### src/rtl/tbp_pkg.sv
// ----------------------------------------------------------------------------
// tbp_pkg
// Shared types, constants and counter helpers of the tournament predictor.
// ----------------------------------------------------------------------------
package tbp_pkg;

  localparam int unsigned ADDR_W           = 32;
  localparam int unsigned TALLY_W          = 32;
  localparam int unsigned CTR_W            = 2;
  localparam int unsigned INDEX_BITS_DEF   = 11;
  localparam int unsigned HISTORY_BITS_DEF = 11;
  localparam int unsigned QUEUE_DEPTH      = 4;

  typedef logic [CTR_W-1:0]   ctr_t;
  typedef logic [TALLY_W-1:0] tally_t;

  localparam ctr_t   CTR_MAX    = 2'd3;
  localparam ctr_t   TAKEN_THR  = 2'd2;
  localparam ctr_t   BIM_INIT   = 2'd3;
  localparam ctr_t   GSH_INIT   = 2'd3;
  localparam ctr_t   CHO_INIT   = 2'd0;
  localparam tally_t TALLY_MAX  = '1;

  typedef struct packed {
    logic   predicted_taken;
    logic   used_bimodal;
    logic   prediction_correct;
    tally_t correct_count;
    tally_t total_count;
  } result_t;

  // saturating step of a 2-bit counter
  function automatic ctr_t ctr_step(input ctr_t ctr, input logic up);
    ctr_t res;
    if (up) begin
      res = (ctr == CTR_MAX) ? CTR_MAX : ctr_t'(ctr + 1'b1);
    end else begin
      res = (ctr == '0) ? '0 : ctr_t'(ctr - 1'b1);
    end
    return res;
  endfunction

  function automatic logic ctr_taken(input ctr_t ctr);
    return ctr >= TAKEN_THR;
  endfunction

  function automatic tally_t tally_inc(input tally_t t, input logic en);
    return (en && t != TALLY_MAX) ? tally_t'(t + 1'b1) : t;
  endfunction

endpackage

### src/rtl/tbp_queue.sv
// ----------------------------------------------------------------------------
// tbp_queue
// Short register queue between the front and the back of the predictor.
// ----------------------------------------------------------------------------
module tbp_queue #(
  parameter int unsigned WIDTH = 8
) (
  input  logic             clk,
  input  logic             rst,
  input  logic             push,
  input  logic [WIDTH-1:0] push_data,
  output logic             full,
  input  logic             pop,
  output logic             head_valid,
  output logic [WIDTH-1:0] head_data
);
  import tbp_pkg::*;

  localparam int unsigned PtrW = $clog2(QUEUE_DEPTH);
  localparam int unsigned CntW = $clog2(QUEUE_DEPTH + 1);

  logic [WIDTH-1:0] slots [QUEUE_DEPTH];
  logic [PtrW-1:0]  wr_ptr;
  logic [PtrW-1:0]  rd_ptr;
  logic [CntW-1:0]  count;

  assign full       = (count == CntW'(QUEUE_DEPTH));
  assign head_valid = (count != '0);
  assign head_data  = slots[rd_ptr];

  always_ff @(posedge clk) begin
    if (rst) begin
      wr_ptr <= '0;
      rd_ptr <= '0;
      count  <= '0;
    end else begin
      if (push) begin
        wr_ptr <= PtrW'(wr_ptr + 1'b1);
      end
      if (pop) begin
        rd_ptr <= PtrW'(rd_ptr + 1'b1);
      end
      count <= CntW'(count + CntW'(push) - CntW'(pop));
    end
  end

  always_ff @(posedge clk) begin
    if (push) begin
      slots[wr_ptr] <= push_data;
    end
  end

endmodule

### config.mk
export PLATFORM = sky130hd
export DESIGN_NAME = tbp_queue
export DESIGN_NICKNAME = d
export VERILOG_FILES = /design/src/rtl/tbp_pkg.sv /design/src/rtl/tbp_queue.sv
export SDC_FILE = /design/constraint.sdc
export NUM_CORES = 1
export LEC_CHECK = 0
export ABC_CLOCK_PERIOD_IN_PS = 4040
export BUFFER_PORTS_ARGS = -buffer_cell sky130_fd_sc_hd__buf_2
export CELL_PAD_IN_SITES_DETAIL_PLACEMENT = 0
export CELL_PAD_IN_SITES_GLOBAL_PLACEMENT = 2
export CORE_ASPECT_RATIO = 1.1
export CORE_MARGIN = 3
export CORE_UTILIZATION = 44
export CTS_CLUSTER_SIZE = 8
export DETAILED_ROUTE_END_ITERATION = 10
export GPL_TIMING_DRIVEN = 0
export PLACE_DENSITY = 0.83
export SLEW_MARGIN = 20
export SYNTH_ARGS = -nofsm -noshare
export SYNTH_HDL_FRONTEND = slang
export SYNTH_SLANG_ARGS = --single-unit
### constraint.sdc
create_clock -name clk -period 4.04 [get_ports clk]
set_input_delay 0.808 -clock clk [delete_from_list [all_inputs] [get_ports clk]]
set_output_delay 0.808 -clock clk [all_outputs]
set_load 0.05 [all_outputs]
==> run summary <==
Vias in the first global route - 793
Setup WS pre-CTS - 1850 ps
Tcrit/Tclk final - 59.1%
Final instance area - 1840 um2
Actual slew at the worst max-slew pin - 451 ps
Min-delay worst type - reg -> reg
Status - finished, final reports clean
Met1 global-route usage - 14.9%
Drt via density - 4.74
Initial Util - 46.8%
H-tree depth - 2
Syn Nets - 103
Final slew viol count - 0
Initial antenna violation count - 0
Via count - 763
WL final - 2.28 mm
Psw - 0.000253 W
GR Util met3 - 5.19%
Busiest grt layer - met2
P_leak - 0.684 nW
Crit path buffers/inverters - 2
Syn Area/Cell - 19.0 um2
CTS tree - yes
Clk slew on worst S/H paths - 110 ps
Worst-skew pair later-pin latency - 340 ps
Most used DFF post-synth - edfxtp_1
Grt ovf - 0
Drt initial violations - 20
CTS root buffer - clkbuf_4
Final hold violations - 0
Share of power burned in registers - 52.9%
Clock power share - 26.7%
Fin nets - 131
YS warnings - 0
CTS Buf Count - 5
Core Area - 3410 um2
Maximum vdd drop - 0.208 mV
Data required, critical path - 3230 ps
Pint - 0.000686 W
Drt pass-1 iters - 4
# clock sinks - 41
Async SR Flop Fraction - 0%
N_diodes - 0
Post-CTS setup buffer count - 0
CTS Hold Bufs - 0
Arrival time worst endpoint - 1580 ps
Flops & latches, synth - 41
CP startpoint kind - register
Sequential share of the synthesized area - 71.4%
Filler cells - 301
Largest net degree at the start of global routing - 14
Combinational Power Share - 20.4%
Clock skew - 11.8 ps
Clock Tree Buf Depth - 2
CP Class - reg -> out
GRT Overall Usage - 12.0%
Final setup TNS - 0 ps
Post-route ant nets - 0
Share of cells above drive strength 1 - 34.5%
Final HPWL DP - 1.58 mm
Placement Cell Area - 1760 um2
Final setup margin - 1650 ps
RSZ-0062 raised after global routing - false
CP delay by family, top - multiplexers
CTS resizes - 0
DIE HEIGHT - 69.2 um
Final Setup Violations - 0
Slowest stage delay, CP - 510 ps
GR Util met2 - 18.1%
Post-route DRC - 0
Fraction of power spent switching nets - 27.0%
Max Clock Freq - 419 MHz
Number of synthesized flops with an enable pin - 32
Mapped Area - 1600 um2
Slew headroom - 70.0%
Crit end category - output pin
Period minus WS final - 2390 ps
Final RePlAce weighted congestion - 0.658
Distinct cells, synth - 19
WL/cell - 14.1 um
Worst path slowest cell - mux4_2
# rows - 22
Gate Count Post-Synth - 84
Hold WS - 539 ps
P per Cell Area - 510 nW/um2
First-pass GRT wire length - 3.83 mm
Worst path cell trace - buf_6 -> mux4_2 -> buf_2
Crit Path Max Fanout - 8
Area grow syn2layout - 15.1%
Port bufs - 21
Die footprint - 4390 um2
Max Cap Violations - 0
Die width - 63.5 um
Ports - 22
## power by group through the flow
| stage | registers [W] | logic, W | clock network [W] |
|---|---|---|---|
| after floorplan | 0.000503 | 0.000153 | 0 |
| after global placement | 0.000505 | 0.000191 | 0 |
| after detailed placement | 0.000506 | 0.000195 | 0 |
| after CTS | 0.000497 | 0.000195 | 0.000261 |
| after global routing | 0.000500 | 0.000205 | 0.000280 |
| final | 0.000497 | 0.000191 | 0.000251 |
## per-layer routing
metal / vias up / wire, um
li1: 370 / -
met1: 370 / 1010
met2: 21 / 1110
met3: 2 / 140
met4: 0 / 20
met5: - / 0
## worst register-to-register path: stages, from the launching register on
cell	delay, ps
dfxtp_1	340
inv_1	50
ha_1	260
inv_1	40
ha_1	180
fa_1	380
xor3_1	200
nor2_1	40
## cells in the mapped netlist, types with 2 or more instances
cell      count  area share (%)
xnor2_1       2             1.1
edfxtp_1     32              60
dfxtp_1       9              11
nor2_1        5             1.2
ha_1          6             4.7
mux4_2        8              11
inv_1         6             1.4
nor2b_1       2            0.78
and2_1        4             1.6
## final cells by class
type	count	area (um2)	share of cell area [%]
Multi-Input combinational cell	35	418	22.7
Inverter	6	22.5	1.22
Tap cell	48	60.1	3.27
Clock inverter	2	35.0	1.90
Clock buffer	6	41.3	2.24
Timing Repair Buffer	21	105	5.71
Buffer	2	16.3	0.884
Sequential cell	41	1140	62.0
## cell families (layout without fill, tap and decap cells)
kind of cell               after synthesis  in the layout  share of synthesized area (%)
and+or+nand+nor                         14             14                           4.78
AOI/OAI and AO/OA                        2              2                          0.939
DFF                                     41             41                           71.4
adders and majority gates                7              7                           5.95
xor gates and xnor gates                 3              3                           2.58
muxes                                    9              9                           11.9
buffers and inverters                    8             37                           2.43
## sequential cells by signal, summed over array words and instances, names as in the netlist, named ones only
signal	count
count	3
slots	32
rd_ptr	2
wr_ptr	2
## per-stage QoR
step	instances	util [%]	total power [W]
6_report	161	53.9	0.000939
5_1_grt	161	53.9	0.000985
4_1_cts	161	53.9	0.000953
3_5_place_dp	153	51.6	0.000701
3_3_place_gp	153	51.6	0.000695
2_1_floorplan	84	-	0.000656
## worst paths after layout
check	startpoint	end	slack [ps]	cells past startpoint
setup / recovery	register	head_data[5]	1650	3
hold / removal	rd_ptr[1]$_SDFFE_PP0P_	register	540	2
setup reg to reg	count[0]$_SDFF_PP0_	count[2]$_SDFF_PP0_	2460	7
hold reg to reg	rd_ptr[1]$_SDFFE_PP0P_	register	540	2
## placed cells by master (no fill, tap or decap), drive strengths merged
cell type  Yosys  layout
clkbuf         1       7
buf            1      22
nand3b         1       1
inv            6       6
and2           4       4
fa             1       1
bufinv         0       1
edfxtp        32      32
xnor2          2       2
xor3           1       1
or3            1       1
dfxtp          9       9
a21bo          1       1
mux2i          1       1
mux4           8       8
clkinv         0       1
a21oi          1       1
nor2           5       5
ha             6       6
and3           1       1
nor2b          2       2
Note: power is estimated with default switching activity, not from simulation.
