==> src/rtl/tbp_pkg.sv <==
// ----------------------------------------------------------------------------
// tbp_pkg
// Shared types, constants and counter helpers of the tournament predictor.
// ----------------------------------------------------------------------------
package tbp_pkg;

  localparam int unsigned ADDR_W           = 32;
  localparam int unsigned TALLY_W          = 32;
  localparam int unsigned CTR_W            = 2;
  localparam int unsigned INDEX_BITS_DEF   = 11;
  localparam int unsigned HISTORY_BITS_DEF = 11;
  localparam int unsigned QUEUE_DEPTH      = 4;

  typedef logic [CTR_W-1:0]   ctr_t;
  typedef logic [TALLY_W-1:0] tally_t;

  localparam ctr_t   CTR_MAX    = 2'd3;
  localparam ctr_t   TAKEN_THR  = 2'd2;
  localparam ctr_t   BIM_INIT   = 2'd3;
  localparam ctr_t   GSH_INIT   = 2'd3;
  localparam ctr_t   CHO_INIT   = 2'd0;
  localparam tally_t TALLY_MAX  = '1;

  typedef struct packed {
    logic   predicted_taken;
    logic   used_bimodal;
    logic   prediction_correct;
    tally_t correct_count;
    tally_t total_count;
  } result_t;

  // saturating step of a 2-bit counter
  function automatic ctr_t ctr_step(input ctr_t ctr, input logic up);
    ctr_t res;
    if (up) begin
      res = (ctr == CTR_MAX) ? CTR_MAX : ctr_t'(ctr + 1'b1);
    end else begin
      res = (ctr == '0) ? '0 : ctr_t'(ctr - 1'b1);
    end
    return res;
  endfunction

  function automatic logic ctr_taken(input ctr_t ctr);
    return ctr >= TAKEN_THR;
  endfunction

  function automatic tally_t tally_inc(input tally_t t, input logic en);
    return (en && t != TALLY_MAX) ? tally_t'(t + 1'b1) : t;
  endfunction

endpackage

==> src/rtl/tbp_if.sv <==
// ----------------------------------------------------------------------------
// tbp_if
// Valid/ready channels: resolved branches in, prediction results out.
// ----------------------------------------------------------------------------
interface tbp_branch_if;
  import tbp_pkg::*;

  logic              valid;
  logic              ready;
  logic [ADDR_W-1:0] branch_address;
  logic              branch_taken;

  modport source (output valid, output branch_address, output branch_taken, input ready);
  modport sink   (input valid, input branch_address, input branch_taken, output ready);
endinterface


==> src/rtl/tbp_front.sv <==
// ----------------------------------------------------------------------------
// tbp_front
// Accepts branches, forms the bimodal and gshare indices, keeps the history.
// ----------------------------------------------------------------------------
module tbp_front #(
  parameter int unsigned INDEX_BITS   = tbp_pkg::INDEX_BITS_DEF,
  parameter int unsigned HISTORY_BITS = tbp_pkg::HISTORY_BITS_DEF
) (
  input  logic                        clk,
  input  logic                        rst,
  tbp_branch_if.sink                  branch_in,
  input  logic                        clearing,
  input  logic                        q_full,
  output logic                        q_push,
  output logic [2*INDEX_BITS:0]       q_data
);
  import tbp_pkg::*;

  logic [HISTORY_BITS-1:0] history;
  logic [INDEX_BITS-1:0]   bim_idx;
  logic [INDEX_BITS-1:0]   gsh_idx;

  assign branch_in.ready = !q_full && !clearing;
  assign q_push          = branch_in.valid && branch_in.ready;

  // history narrower than the index is zero-extended, wider is cut
  assign bim_idx = INDEX_BITS'(branch_in.branch_address);
  assign gsh_idx = bim_idx ^ INDEX_BITS'(history);
  assign q_data  = {bim_idx, gsh_idx, branch_in.branch_taken};

  always_ff @(posedge clk) begin
    if (rst) begin
      history <= '0;
    end else if (q_push) begin
      history <= HISTORY_BITS'({history, branch_in.branch_taken});
    end
  end

endmodule

==> src/flat_wrapper.sv <==
// flat-port wrapper written by rule: the top's interface ports become plain ports
module tbp_front_flat import tbp_pkg::*;
#(
  parameter int unsigned INDEX_BITS   = tbp_pkg::INDEX_BITS_DEF,
  parameter int unsigned HISTORY_BITS = tbp_pkg::HISTORY_BITS_DEF
)
  (clk, rst, clearing, q_full, q_push, q_data, branch_in_valid, branch_in_branch_address, branch_in_branch_taken, branch_in_ready);
  tbp_branch_if branch_in_i ();
  input  logic clk;
  input  logic rst;
  input  logic clearing;
  input  logic q_full;
  output logic q_push;
  output logic [2*INDEX_BITS:0] q_data;
  input wire logic [$bits(branch_in_i.valid)-1:0] branch_in_valid;
  input wire logic [$bits(branch_in_i.branch_address)-1:0] branch_in_branch_address;
  input wire logic [$bits(branch_in_i.branch_taken)-1:0] branch_in_branch_taken;
  output wire logic [$bits(branch_in_i.ready)-1:0] branch_in_ready;
  assign branch_in_i.valid = branch_in_valid;
  assign branch_in_i.branch_address = branch_in_branch_address;
  assign branch_in_i.branch_taken = branch_in_branch_taken;
  assign branch_in_ready = branch_in_i.ready;
  tbp_front #(.INDEX_BITS(INDEX_BITS), .HISTORY_BITS(HISTORY_BITS)) u_core (.clk(clk), .rst(rst), .branch_in(branch_in_i), .clearing(clearing), .q_full(q_full), .q_push(q_push), .q_data(q_data));
endmodule
==> config.mk <==
export PLATFORM = sky130hd
export DESIGN_NAME = tbp_front_flat
export DESIGN_NICKNAME = d
export VERILOG_FILES = /design/src/rtl/tbp_pkg.sv /design/src/rtl/tbp_if.sv /design/src/rtl/tbp_front.sv /design/src/flat_wrapper.sv
export SDC_FILE = /design/constraint.sdc
export NUM_CORES = 1
export LEC_CHECK = 0
export ABC_AREA = 1
export ABC_CLOCK_PERIOD_IN_PS = 1100
export BUFFER_PORTS_ARGS = -buffer_cell sky130_fd_sc_hd__buf_4
export CAP_MARGIN = 20
export CORE_MARGIN = 4
export CORE_UTILIZATION = 39
export DETAILED_ROUTE_END_ITERATION = 6
export PLACE_DENSITY_LB_ADDON = 0.25
export SLEW_MARGIN = 20
export SYNTH_ARGS = -nofsm -noshare
export SYNTH_HDL_FRONTEND = slang
export SYNTH_SLANG_ARGS = --single-unit
==> constraint.sdc <==
create_clock -name clk -period 1.1 [get_ports clk]
set_input_delay 0.22 -clock clk [delete_from_list [all_inputs] [get_ports clk]]
set_output_delay 0.22 -clock clk [all_outputs]
set_load 0.05 [all_outputs]
==> impl_table.tex <==
\begin{tabular}{lr}
\hline
Metric & Value \\
\hline
\multicolumn{2}{l}{\textbf{Synth}} \\
Yosys warns & 0 \\
Mean Syn Cell Area & 7.236 um2 \\
Synth Register Bits & 11 \\
Most area-hungry cell type in the Yosys netlist & dfxtp\_1 \\
Sequential-to-total area share from yosys stat & 31.37\% \\
Leading post-synthesis cells by cell area & dfxtp\_1, buf\_4, xor2\_1, a21oi\_1, nand3\_1 \\
Net Count, Synth & 135 \\
Post-Synthesis Cells & 97 \\
Area share of the largest cell type after synthesis & 31.37\% \\
Synth unique cells & 13 \\
Mapped cell area & 701.9 um2 \\
\multicolumn{2}{l}{\textbf{Clocking}} \\
Number of buffers on the longest clock path & 2 \\
CTS H-Tree Depth & 1 \\
Clock sink count & 11 \\
TritonCTS Buffers & 3 \\
Clock root cell & clkbuf\_4 \\
Clk pin slew, worst setup/hold paths & 0.07 ns \\
Clock latency at the later pin of the worst-skew pair & 0.27 ns \\
TritonCTS clock tree & yes \\
\multicolumn{2}{l}{\textbf{STA}} \\
Final count of negative-setup-slack endpoints & 11 \\
Worst-case clock skew & 0.003367 ns \\
Final Max Tran Viols & 0 \\
Final worst path period need & 1.175 ns \\
Slew Limit Headroom & 79.36\% \\
Timing-limited maximum frequency & 0.8510 GHz \\
Unrepaired setup endpoints after global routing & yes \\
Final clock period utilization by the worst path & 106.8\% \\
Final hold vios & 0 \\
Setup TNS after final layout & -0.6616 ns \\
Min setup slack post-route & -0.07515 ns \\
Measured slew at the worst slew-check pin & 0.3093 ns \\
\multicolumn{2}{l}{\textbf{Critical path}} \\
Sort of element at the start of the critical path & flop \\
Element type at the critical path end & output port \\
Critical path class & reg2out \\
Crit path arrival time & 0.96 ns \\
CP Data Required Time & 0.88 ns \\
Worst-path maximum fanout & 2 \\
Worst-case register-to-register setup slack & 0.28 ns \\
\multicolumn{2}{l}{\textbf{Layout}} \\
Final cell utilization of the core & 68.86\% \\
Layout-stage area growth over the synthesis result & 67.56\% \\
Registers with the highest flip-flop counts & u\_core.history x11 \\
Layout cells sized above 1 & 58.39\% \\
Fill cell total of the finished layout & 153 \\
Antenna cells & 0 \\
Post-layout nets & 176 \\
Largest register FFs & 11 \\
Post-layout instance count excluding filler cells & 162 \\
Register name with the most flops & u\_core.history \\
Post-route cell area & 1176 um2 \\
\multicolumn{2}{l}{\textbf{Routing}} \\
Overall routed net length & 1722 um \\
Routed length per placed instance & 10.63 um \\
Detailed-route via count & 725 \\
Via count normalized by instance count & 4.475 \\
Number of antenna-violating nets in the routed design & 0 \\
Residual DRC & 0 \\
Detailed Routing Iterations Pass 1 & 4 \\
Number of DRC markers after the initial detailed-route iteration & 6 \\
\multicolumn{2}{l}{\textbf{Floorplan}} \\
Die area & 2543 um2 \\
Core outline area & 1708 um2 \\
Initial standard-cell utilization of the core & 41.10\% \\
Floorplan die height & 50.43 um \\
Die Width & 50.43 um \\
Ports & 63 \\
Std cell rows & 15 \\
\multicolumn{2}{l}{\textbf{Placed design}} \\
Routability congestion estimate & 0.7058 \\
Placed Area & 1015 um2 \\
DP Wirelength & 1175 um \\
Placed insts & 148 \\
Port buffer count & 41 \\
\multicolumn{2}{l}{\textbf{Global routing}} \\
Met3 routing resource usage after global routing & 4.451\% \\
Largest net degree at the start of global routing & 17 \\
Met2 track utilization from global routing & 25.87\% \\
Met1 Use GR & 13.47\% \\
First-pass GRT wire length & 2628 um \\
Via count of the first global-routing pass & 653 \\
Number of antenna violations at the first check in global routing & 0 \\
Most Used Layer, Global Route & met2 \\
Grt total ovfl & 0 \\
Global routing usage summed across all routing layers & 14.21\% \\
\multicolumn{2}{l}{\textbf{Power}} \\
Maximum resistive drop on vdd & 0.0007236 V \\
Power density over cell area & 1116 nW/um2 \\
Static power due to leakage & 0.5643 nW \\
\multicolumn{2}{l}{\textbf{Job}} \\
Maximum capacitance violations & 0 \\
\multicolumn{2}{l}{\textbf{Min path}} \\
Worst min-delay path class & in2reg \\
\multicolumn{2}{l}{\textbf{Run status}} \\
Violated checks & setup timing \\
Run status & complete, but fails checks \\
\hline
\end{tabular}
[repair_timing]
action | CTS | global route
buffers inserted | 8 | 2
resized for setup | 23 | 1
cloned | 0 | 0
setup endpoints to repair | 11 | 11
hold buffers | 0 | 0
pin swaps | 1 | 1
[cell families after synthesis]
kind of cell | count (synthesis) | share of synthesized area, %
AND/OR/NAND/NOR | 35 | 22.28
buffers and inverters | 29 | 24.77
AO/OA/AOI/OAI | 11 | 7.843
XOR/XNOR | 11 | 13.73
flip-flops | 11 | 31.37
[critical path: stages (launching register included)]
cell and delay [ns]:
dfxtp_4 0.37, xor2_2 0.14, buf_6 0.17
[cell type report]
cell class	instances	area, um2	area share, %
timing repair buffer	53	439.2	37.34
multi-input combinational	57	395.4	33.62
sequential	11	239.0	20.32
inverter	12	45.04	3.830
tap	25	31.28	2.660
clock buffer	4	26.28	2.234
[synthesized netlist by cell type]
library cell  count
dfxtp_1          11
nand2_1          11
nor3b_1           1
nor2_4            1
inv_1            12
buf_2             1
buf_6             2
xor2_1           11
clkbuf_1          1
buf_4            13
nand3_1          11
a21oi_1          11
nor2_1           11
[report_power, final]
| part | internal [mW] | switching (mW) | total [mW] | leakage (nW) |
|---|---|---|---|---|
| Combinational | 0.225 | 0.371 | 0.596 | 0.454 |
| Sequential | 0.419 | 0.0204 | 0.439 | 0.0952 |
| Clock | 0.141 | 0.137 | 0.277 | 0.0150 |
[layout by cell type (no fill, tap or decap), drive strengths merged]
cell type,n
a21oi,11
buf,53
clkbuf,4
dfxtp,11
inv,12
nand2,11
nand3,11
nor2,12
nor3b,1
xor2,11
[path summary, 6_finish.rpt]
kind,cells past startpoint,startpoint,to
setup / recovery,2,u_core.history[5]$_SDFFE_PP0P_,q_data[6]
hold / removal,3,branch_in_valid,u_core.history[8]$_SDFFE_PP0P_
setup reg to reg,5,u_core.history[5]$_SDFFE_PP0P_,u_core.history[6]$_SDFFE_PP0P_
hold reg to reg,2,u_core.history[10]$_SDFFE_PP0P_,u_core.history[10]$_SDFFE_PP0P_
[layer usage]
layer / vias up / wire (um)
li1: 355 / -
met1: 332 / 645
met2: 33 / 879
met3: 5 / 155
met4: 0 / 42
met5: - / 0
[through the flow]
step / setup slack, ns / power, mW / hold WS (ns)
6_report: -0.07515 / 1.313 / 0.2519
5_1_grt: -0.1172 / 1.372 / 0.2665
4_1_cts: -0.09032 / 1.317 / 0.2548
3_5_place_dp: -0.005861 / 0.9856 / 0.5387
3_3_place_gp: 0.02221 / 0.9780 / 0.5269
2_1_floorplan: -0.1362 / 0.8410 / 0.3744
Power figures use the tool's default switching activity.
